==> src/rtl/brl_pkg.sv <==
// ============================================================================
// brl_pkg - shared types and constants of the line rasterizer
// Coordinate widths, frame-buffer address layout and the command and pixel
// records that travel between the front end, the queue and the back end.
// ============================================================================
package brl_pkg;

    localparam int COORD_BITS = 9;
    localparam int ERR_BITS   = COORD_BITS + 2;
    localparam int COLOR_BITS = 16;
    localparam int ADDR_BITS  = 32;
    localparam int ROW_SHIFT  = 10;
    localparam int COL_SHIFT  = 1;

    // Packed stream words, rounded up to whole bytes.
    localparam int IN_FIELDS_W  = 4 * COORD_BITS + COLOR_BITS;
    localparam int IN_TDATA_W   = ((IN_FIELDS_W + 7) / 8) * 8;
    localparam int OUT_FIELDS_W = 2 * COORD_BITS + ADDR_BITS + COLOR_BITS;
    localparam int OUT_TDATA_W  = ((OUT_FIELDS_W + 7) / 8) * 8;

    typedef logic [COORD_BITS-1:0] coord_t;
    typedef logic [ERR_BITS-1:0]   err_t;
    typedef logic [COLOR_BITS-1:0] color_t;
    typedef logic [ADDR_BITS-1:0]  addr_t;

    typedef enum logic {
        OP_START = 1'b0,
        OP_STEP  = 1'b1
    } opcode_t;

    // One classified word. The line fields are meaningful on OP_START only.
    typedef struct packed {
        opcode_t op;
        logic    steep;
        logic    step_down;
        coord_t  major_pos;
        coord_t  major_end;
        coord_t  minor_pos;
        coord_t  major_delta;
        coord_t  minor_delta;
        err_t    error_init;
        color_t  color;
    } line_cmd_t;

    typedef struct packed {
        coord_t x;
        coord_t y;
        addr_t  addr;
        color_t color;
        logic   last;
    } pixel_t;

endpackage

==> src/rtl/brl_front.sv <==
// ============================================================================
// brl_front - word intake and line setup
// Accepts input words, classifies them and, for a start word, works out the
// axis swap, endpoint order, deltas and initial error before queueing.
// ============================================================================
module brl_front
    import brl_pkg::*;
(
    input  logic                  s_axis_tvalid,
    output logic                  s_axis_tready,
    input  logic [IN_TDATA_W-1:0] s_axis_tdata,
    input  logic                  s_axis_tuser,
    input  logic                  q_full,
    output logic                  q_push,
    output line_cmd_t             q_cmd
);

    function automatic coord_t span(input coord_t a, input coord_t b);
        span = (a > b) ? (a - b) : (b - a);
    endfunction

    coord_t ax;
    coord_t ay;
    coord_t bx;
    coord_t by;
    coord_t maj0;
    coord_t min0;
    coord_t maj1;
    coord_t min1;
    coord_t lo_maj;
    coord_t lo_min;
    coord_t hi_maj;
    coord_t hi_min;
    coord_t maj_delta;
    logic   steep;

    assign ax = s_axis_tdata[COORD_BITS-1:0];
    assign ay = s_axis_tdata[2*COORD_BITS-1:COORD_BITS];
    assign bx = s_axis_tdata[3*COORD_BITS-1:2*COORD_BITS];
    assign by = s_axis_tdata[4*COORD_BITS-1:3*COORD_BITS];

    assign s_axis_tready = !q_full;
    assign q_push        = s_axis_tvalid && !q_full;

    always_comb
    begin
        steep = span(ay, by) > span(ax, bx);
        maj0  = steep ? ay : ax;
        min0  = steep ? ax : ay;
        maj1  = steep ? by : bx;
        min1  = steep ? bx : by;
        // Order the endpoints so that the major coordinate rises.
        if (maj0 > maj1)
        begin
            lo_maj = maj1;
            lo_min = min1;
            hi_maj = maj0;
            hi_min = min0;
        end
        else
        begin
            lo_maj = maj0;
            lo_min = min0;
            hi_maj = maj1;
            hi_min = min1;
        end
        maj_delta = hi_maj - lo_maj;

        q_cmd.op          = opcode_t'(s_axis_tuser);
        q_cmd.steep       = steep;
        q_cmd.step_down   = !(lo_min < hi_min);
        q_cmd.major_pos   = lo_maj;
        q_cmd.major_end   = hi_maj;
        q_cmd.minor_pos   = lo_min;
        q_cmd.major_delta = maj_delta;
        q_cmd.minor_delta = span(lo_min, hi_min);
        // Error starts at minus half the major delta, the half rounded down.
        q_cmd.error_init  = err_t'(0) - err_t'(maj_delta >> 1);
        q_cmd.color       = s_axis_tdata[4*COORD_BITS+COLOR_BITS-1:4*COORD_BITS];
    end

endmodule

==> src/rtl/brl_queue.sv <==
// ============================================================================
// brl_queue - short command queue
// A small first-in first-out store of classified words between the front
// end and the back end, so that either side may stall without the other.
// ============================================================================
module brl_queue
    import brl_pkg::*;
#(
    parameter int DEPTH = 2
)
(
    input  logic      clk,
    input  logic      rst_n,
    input  logic      push,
    input  line_cmd_t push_cmd,
    input  logic      pop,
    output logic      full,
    output logic      head_valid,
    output line_cmd_t head_cmd
);

    localparam int PTR_W = (DEPTH > 1) ? $clog2(DEPTH) : 1;
    localparam int CNT_W = $clog2(DEPTH + 1);
    localparam logic [PTR_W-1:0] LAST_PTR = PTR_W'(DEPTH - 1);
    localparam logic [CNT_W-1:0] FULL_CNT = CNT_W'(DEPTH);

    line_cmd_t        mem [DEPTH];
    logic [PTR_W-1:0] wr_ptr_reg;
    logic [PTR_W-1:0] wr_ptr_next;
    logic [PTR_W-1:0] rd_ptr_reg;
    logic [PTR_W-1:0] rd_ptr_next;
    logic [CNT_W-1:0] count_reg;
    logic [CNT_W-1:0] count_next;
    logic             do_push;
    logic             do_pop;

    assign full       = (count_reg == FULL_CNT);
    assign head_valid = (count_reg != '0);
    assign head_cmd   = mem[rd_ptr_reg];
    assign do_push    = push && !full;
    assign do_pop     = pop && head_valid;

    always_comb
    begin
        wr_ptr_next = wr_ptr_reg;
        rd_ptr_next = rd_ptr_reg;
        count_next  = count_reg;
        if (do_push)
        begin
            wr_ptr_next = (wr_ptr_reg == LAST_PTR) ? '0 : wr_ptr_reg + 1'b1;
        end
        if (do_pop)
        begin
            rd_ptr_next = (rd_ptr_reg == LAST_PTR) ? '0 : rd_ptr_reg + 1'b1;
        end
        if (do_push && !do_pop)
        begin
            count_next = count_reg + 1'b1;
        end
        else if (do_pop && !do_push)
        begin
            count_next = count_reg - 1'b1;
        end
    end

    always_ff @(posedge clk or negedge rst_n)
    begin
        if (!rst_n)
        begin
            wr_ptr_reg <= '0;
            rd_ptr_reg <= '0;
            count_reg  <= '0;
        end
        else
        begin
            wr_ptr_reg <= wr_ptr_next;
            rd_ptr_reg <= rd_ptr_next;
            count_reg  <= count_next;
        end
    end

    always_ff @(posedge clk)
    begin
        if (do_push)
        begin
            mem[wr_ptr_reg] <= push_cmd;
        end
    end

endmodule

==> src/rtl/brl_back.sv <==
// ============================================================================
// brl_back - line stepper and pixel output stage
// Holds the active line, pops one queued word per cycle (steps wait on a
// stall), advances Bresenham error, registers pixel and frame-buffer address.
// ============================================================================
module brl_back
    import brl_pkg::*;
(
    input  logic      clk,
    input  logic      rst_n,
    input  logic      cfg_we,
    input  addr_t     cfg_wdata,
    input  logic      head_valid,
    input  line_cmd_t head_cmd,
    output logic      pop,
    output logic      out_valid,
    input  logic      out_ready,
    output pixel_t    out_pixel
);

    addr_t  frame_base_reg;
    logic   active_reg;
    logic   active_next;
    logic   steep_reg;
    logic   step_down_reg;
    coord_t major_pos_reg;
    coord_t major_pos_next;
    coord_t major_end_reg;
    coord_t minor_pos_reg;
    coord_t minor_pos_next;
    coord_t major_delta_reg;
    coord_t minor_delta_reg;
    err_t   err_reg;
    err_t   err_next;
    color_t color_reg;
    logic   valid_reg;
    logic   valid_next;
    pixel_t pixel_reg;
    pixel_t pixel_next;

    logic   load_ok;
    logic   is_start;
    logic   emit;
    logic   last;
    err_t   err_sum;
    coord_t px;
    coord_t py;

    assign load_ok  = !valid_reg || out_ready;
    assign is_start = head_valid && (head_cmd.op == OP_START);
    // A step with no active line is dropped without waiting for the output.
    assign emit     = head_valid && (head_cmd.op == OP_STEP) && active_reg && load_ok;
    assign pop      = is_start
                   || (head_valid && (head_cmd.op == OP_STEP) && (!active_reg || load_ok));

    assign out_valid = valid_reg;
    assign out_pixel = pixel_reg;

    always_comb
    begin
        px      = steep_reg ? minor_pos_reg : major_pos_reg;
        py      = steep_reg ? major_pos_reg : minor_pos_reg;
        last    = (major_pos_reg == major_end_reg);
        err_sum = err_reg + err_t'(minor_delta_reg);

        pixel_next.x     = px;
        pixel_next.y     = py;
        pixel_next.addr  = frame_base_reg + (addr_t'(py) << ROW_SHIFT)
                         + (addr_t'(px) << COL_SHIFT);
        pixel_next.color = color_reg;
        pixel_next.last  = last;

        active_next    = active_reg;
        major_pos_next = major_pos_reg;
        minor_pos_next = minor_pos_reg;
        err_next       = err_reg;
        if (emit)
        begin
            if (last)
            begin
                active_next = 1'b0;
            end
            else
            begin
                err_next = err_sum;
                if ($signed(err_sum) > 0)
                begin
                    minor_pos_next = step_down_reg ? minor_pos_reg - 1'b1
                                                   : minor_pos_reg + 1'b1;
                    err_next       = err_sum - err_t'(major_delta_reg);
                end
                major_pos_next = major_pos_reg + 1'b1;
            end
        end

        valid_next = valid_reg;
        if (emit)
        begin
            valid_next = 1'b1;
        end
        else if (out_ready)
        begin
            valid_next = 1'b0;
        end
    end

    always_ff @(posedge clk or negedge rst_n)
    begin
        if (!rst_n)
        begin
            frame_base_reg <= '0;
            active_reg     <= 1'b0;
            valid_reg      <= 1'b0;
        end
        else
        begin
            if (cfg_we)
            begin
                frame_base_reg <= cfg_wdata;
            end
            active_reg <= is_start ? 1'b1 : active_next;
            valid_reg  <= valid_next;
        end
    end

    always_ff @(posedge clk)
    begin
        if (is_start)
        begin
            steep_reg       <= head_cmd.steep;
            step_down_reg   <= head_cmd.step_down;
            major_pos_reg   <= head_cmd.major_pos;
            major_end_reg   <= head_cmd.major_end;
            minor_pos_reg   <= head_cmd.minor_pos;
            major_delta_reg <= head_cmd.major_delta;
            minor_delta_reg <= head_cmd.minor_delta;
            err_reg         <= head_cmd.error_init;
            color_reg       <= head_cmd.color;
        end
        else
        begin
            major_pos_reg <= major_pos_next;
            minor_pos_reg <= minor_pos_next;
            err_reg       <= err_next;
        end
        if (emit)
        begin
            pixel_reg <= pixel_next;
        end
    end

endmodule

==> src/rtl/bresenham_line_rasterizer.sv <==
// ============================================================================
// bresenham_line_rasterizer - integer line rasterizer with address output
//
//   Channel  Direction  Handshake          Contents
//   s_axis   in         tvalid / tready    start or step word, opcode on tuser
//   m_axis   out        tvalid / tready    one pixel word, last pixel on tlast
//   cfg      in         cfg_we             frame base byte address
//
// The front end classifies each word and sets up a start word in the cycle
// it is accepted, and the back end retires one queued word per cycle while
// no step waits on a stalled m_axis. An accepted step word is written into
// the queue; it is popped at the edge that registers its pixel and sets
// m_axis_tvalid. The rate is set by the error update loop in the back end.
// Reset clears the queue, the output register and the active-line flag, and
// sets the frame base to zero. A stall on m_axis holds the pixel register;
// the queue absorbs QUEUE_DEPTH words before s_axis_tready falls.
// ============================================================================
module bresenham_line_rasterizer
    import brl_pkg::*;
#(
    parameter int QUEUE_DEPTH = 2
)
(
    input  logic                   clk,
    input  logic                   rst_n,

    input  logic                   cfg_we,
    input  logic [ADDR_BITS-1:0]   cfg_wdata,

    input  logic                   s_axis_tvalid,
    output logic                   s_axis_tready,
    // From bit 0 up: start_x, start_y, end_x, end_y, pen_color, zero padding.
    input  logic [IN_TDATA_W-1:0]  s_axis_tdata,
    // Opcode: zero starts a line, one steps a pixel.
    input  logic                   s_axis_tuser,

    output logic                   m_axis_tvalid,
    input  logic                   m_axis_tready,
    // From bit 0 up: pixel_x, pixel_y, pixel_addr, pixel_color, zero padding.
    output logic [OUT_TDATA_W-1:0] m_axis_tdata,
    // Set on the final pixel of the line.
    output logic                   m_axis_tlast
);

    // Front end to queue, and queue to back end.
    logic      q_full;
    logic      q_push;
    line_cmd_t q_cmd;
    logic      q_pop;
    logic      q_head_valid;
    line_cmd_t q_head_cmd;
    pixel_t    out_pixel;

    brl_front u_front (
        .s_axis_tvalid (s_axis_tvalid),
        .s_axis_tready (s_axis_tready),
        .s_axis_tdata  (s_axis_tdata),
        .s_axis_tuser  (s_axis_tuser),
        .q_full        (q_full),
        .q_push        (q_push),
        .q_cmd         (q_cmd)
    );

    brl_queue #(
        .DEPTH (QUEUE_DEPTH)
    ) u_queue (
        .clk        (clk),
        .rst_n      (rst_n),
        .push       (q_push),
        .push_cmd   (q_cmd),
        .pop        (q_pop),
        .full       (q_full),
        .head_valid (q_head_valid),
        .head_cmd   (q_head_cmd)
    );

    brl_back u_back (
        .clk        (clk),
        .rst_n      (rst_n),
        .cfg_we     (cfg_we),
        .cfg_wdata  (cfg_wdata),
        .head_valid (q_head_valid),
        .head_cmd   (q_head_cmd),
        .pop        (q_pop),
        .out_valid  (m_axis_tvalid),
        .out_ready  (m_axis_tready),
        .out_pixel  (out_pixel)
    );

    // Pack the pixel word; the top bits are padding to a whole byte.
    assign m_axis_tdata = OUT_TDATA_W'({out_pixel.color, out_pixel.addr,
                                        out_pixel.y, out_pixel.x});
    assign m_axis_tlast = out_pixel.last;

endmodule

==> config.mk <==
export PLATFORM = sky130hd
export DESIGN_NAME = bresenham_line_rasterizer
export DESIGN_NICKNAME = d
export VERILOG_FILES = /design/src/rtl/brl_pkg.sv /design/src/rtl/brl_front.sv /design/src/rtl/brl_queue.sv /design/src/rtl/brl_back.sv /design/src/rtl/bresenham_line_rasterizer.sv
export SDC_FILE = /design/constraint.sdc
export NUM_CORES = 1
export LEC_CHECK = 0
export BUFFER_PORTS_ARGS = -buffer_cell sky130_fd_sc_hd__buf_4
export CAP_MARGIN = 10
export CELL_PAD_IN_SITES_DETAIL_PLACEMENT = 1
export CELL_PAD_IN_SITES_GLOBAL_PLACEMENT = 2
export CORE_UTILIZATION = 41
export DETAILED_ROUTE_END_ITERATION = 12
export PLACE_DENSITY_LB_ADDON = 0.12
export SLEW_MARGIN = 30
export SYNTH_ARGS = -nofsm -noshare
export SYNTH_HDL_FRONTEND = slang
export SYNTH_HIERARCHICAL = 1
export SYNTH_SLANG_ARGS = --single-unit
==> constraint.sdc <==
create_clock -name clk -period 5.1 [get_ports clk]
set_input_delay 1.02 -clock clk [delete_from_list [all_inputs] [get_ports clk]]
set_output_delay 1.02 -clock clk [all_outputs]
set_load 0.01 [all_outputs]
==> flow_metrics.env <==
export IMPL_clk_pin_slew_worst_paths_ns=0.06
export IMPL_violations="negative setup slack"
export IMPL_fp_dieArea_um2=46800
export IMPL_start_kind="primary input"
export IMPL_synthCells=1548
export IMPL_setup_slack_ns=-3.77
export IMPL_worst_slew_pin_slew_ns=0.927
export IMPL_cpPeakStageDelay_ns=0.38
export IMPL_grt_overflow=0
export IMPL_core_area_um2=45300
export IMPL_io_buffers=158
export IMPL_largest_register_ffs=150
export IMPL_cts_hold_buf=0
export IMPL_syn_avg_cell_area_um2=12.2
export IMPL_rows=78
export IMPL_crit_type="in2reg"
export IMPL_slew_headroom_pct=38.1
export IMPL_synth_cell_types=86
export IMPL_timing_final_crit_share_pct=174
export IMPL_max_cap_violations=0
export IMPL_grt_usage_pct=22.6
export IMPL_status="finished, violations left"
export IMPL_wl_um=53600
export IMPL_root_buffer="clkbuf_16"
export IMPL_synth_flop_cell="edfxtp_1"
export IMPL_synth_largest_area_cell="edfxtp_1"
export IMPL_setup_worst_path_start="s_axis_tdata[1]"
export IMPL_synthTopCellsByCount="291 x edfxtp_1, 121 x inv_1, 114 x ha_1, 107 x a21oi_1, 102 x mux2_2"
export IMPL_arrival_ns=9.16
export IMPL_grt_pass1_wl_um=82200
export IMPL_yosysMostFrequentCell="edfxtp_1"
export IMPL_grt_pass1_vias=14700
export IMPL_finalMaxSlewViolations=0
export IMPL_finalCriticalPeriod_ns=8.87
export IMPL_final_core_util_pct=56.2
export IMPL_finalSetupViolCount=114
export IMPL_cts_max_path_buffers=3
export IMPL_drtIter0Drc=496
export IMPL_die_h_um=216
export IMPL_cts_sink_count=329
export IMPL_cts_buffers=37
export IMPL_die_w_um=216
export IMPL_drc=0
export IMPL_r2r_start="u_back/steep_reg"
export IMPL_path_max_fanout=7
export IMPL_min_from="u_back/color_reg[13]"
export IMPL_synth_edf_count=291
export IMPL_fin_nets=2238
export IMPL_viasPerCell=5.12
export IMPL_num_antenna_cells=0
export IMPL_antenna_found_initial=0
export IMPL_cts_tree="yes"
export IMPL_netlist_top_cells_area="edfxtp_1 46%, ha_1 7.6%, mux2_2 6.1%, dfrtp_1 5.1%, xnor2_1 3.4%"
export IMPL_crit_top_cell="o21ai_2"
export IMPL_crit_required_ns=5.39
export IMPL_skew_ns=0.0252
export IMPL_cp_slowest_cell="mux2_2"
export IMPL_rsz0062_at_grt="yes"
export IMPL_gp_congestion=0.938
export IMPL_pin_count=169
export IMPL_crit_path_end_kind="register"
export IMPL_yosysWarnings=6
export IMPL_synth_ff_latch_count=329
export IMPL_max_freq_mhz=113
export IMPL_hold_class="reg2reg"
export IMPL_drive_above_1_share_pct=42.8
export IMPL_ant_nets=0
export IMPL_vias=13600
export IMPL_clkLatencyLatePin_ns=0.55
export IMPL_final_hold_violation_count=0
export IMPL_async_flop_share_pct=11.6
export IMPL_synth_area_um2=18800
export IMPL_seq_area_frac_synth_pct=51.5
export IMPL_avgRoutedWirePerCell_um=20.2
export IMPL_first_pass_iters=5
export IMPL_area_growth_syn_to_layout_pct=35.2
export IMPL_synth_top_cell_area_share_pct=46.4
export IMPL_dpl_hpwl_um=39300
export IMPL_grt_max_degree=76
export IMPL_initial_utilization_pct=41.6
export IMPL_htreeDepth=2
worst max-delay path: cells and delay by family:
kind | cells | cell delay [ns]
adders and majority gates | 5 | 1.25
buffers and inverters | 8 | 1.01
and+or+nand+nor | 6 | 0.90
muxes | 4 | 1.30
xor gates and xnor gates | 2 | 0.23
AOI/OAI and AO/OA | 18 | 3.42
path summary, 6_finish.rpt:
kind	slack, ns	end	cells past startpoint
max	-3.77	u_queue/mem[1][35]	43
max in group asynchronous	4.22	u_queue/rd_ptr_reg	1
min reg2reg	0.41	u_back/out_pixel[14]	0
max reg2reg	1.34	u_back/out_pixel[48]	12
min	0.41	u_back/out_pixel[14]	0
min in group asynchronous	0.46	u_back/frame_base_reg[16]	1
placed cells by master (no fill, tap or decap), drive strengths merged, types with 76 or more instances in the layout:
master / count
mux2: 145
nand2: 86
edfxtp: 291
a21oi: 109
inv: 119
xnor2: 76
buf: 498
nor2: 97
ha: 114
o21ai: 78
layer usage:
| metal | vias to the layer above | global-route usage (%) | share of wire, % |
|---|---|---|---|
| met5 | - | 0 | 0 |
| met4 | 0 | 6.10 | 2.9 |
| met3 | 76 | 2.20 | 2.3 |
| met2 | 212 | 42.0 | 53 |
| met1 | 6751 | 27.8 | 42 |
| li1 | 6523 | - | - |
final cells by class:
| type | count | area [um^2] |
|---|---|---|
| inverter | 121 | 470 |
| timing repair buffer | 498 | 4050 |
| fill | 4703 | 19800 |
| multi-input combinational | 1033 | 9380 |
| tap | 600 | 751 |
| sequential | 329 | 9690 |
| clock inverter | 20 | 119 |
| clock buffer | 48 | 988 |
through the flow:
stage	hold slack (ns)	std cells	worst slack, ns	cell area [um^2]	setup TNS (ns)
after floorplan	0.400	1553	-4.24	19200	-307.94
after global placement	0.402	2521	-4.31	22800	-320.86
after detailed placement	0.406	2521	-4.58	22800	-344.87
after CTS	0.417	2636	-3.60	25000	-238.19
after global routing	0.418	2649	-4.15	25500	-295.70
final	0.412	2649	-3.77	25500	-261.67
timing repair:
action | CTS | global route
setup buffers | 49 | 31
gates cloned | 2 | 0
endpoints found under the setup margin | 114 | 114
pin swaps | 51 | 42
gates resized for setup | 152 | 87
logic make-up (layout without fill, tap and decap cells):
| kind of cell | Yosys count | after routing | share of synthesized area (%) |
|---|---|---|---|
| flip-flops | 329 | 329 | 51.5 |
| other | 1 | 6 | 0.0199 |
| AND/OR/NAND/NOR | 306 | 306 | 7.74 |
| AO/OA/AOI/OAI | 292 | 292 | 9.89 |
| adder cells (fa/ha/maj) | 128 | 128 | 8.86 |
| XOR/XNOR | 111 | 111 | 5.44 |
| buffers and inverters | 191 | 687 | 4.67 |
| multiplexers | 190 | 190 | 11.9 |
Power is left out: the tool's default activity adds up to more than one toggle a clock period on the data nets, which glitch-free logic cannot reach.
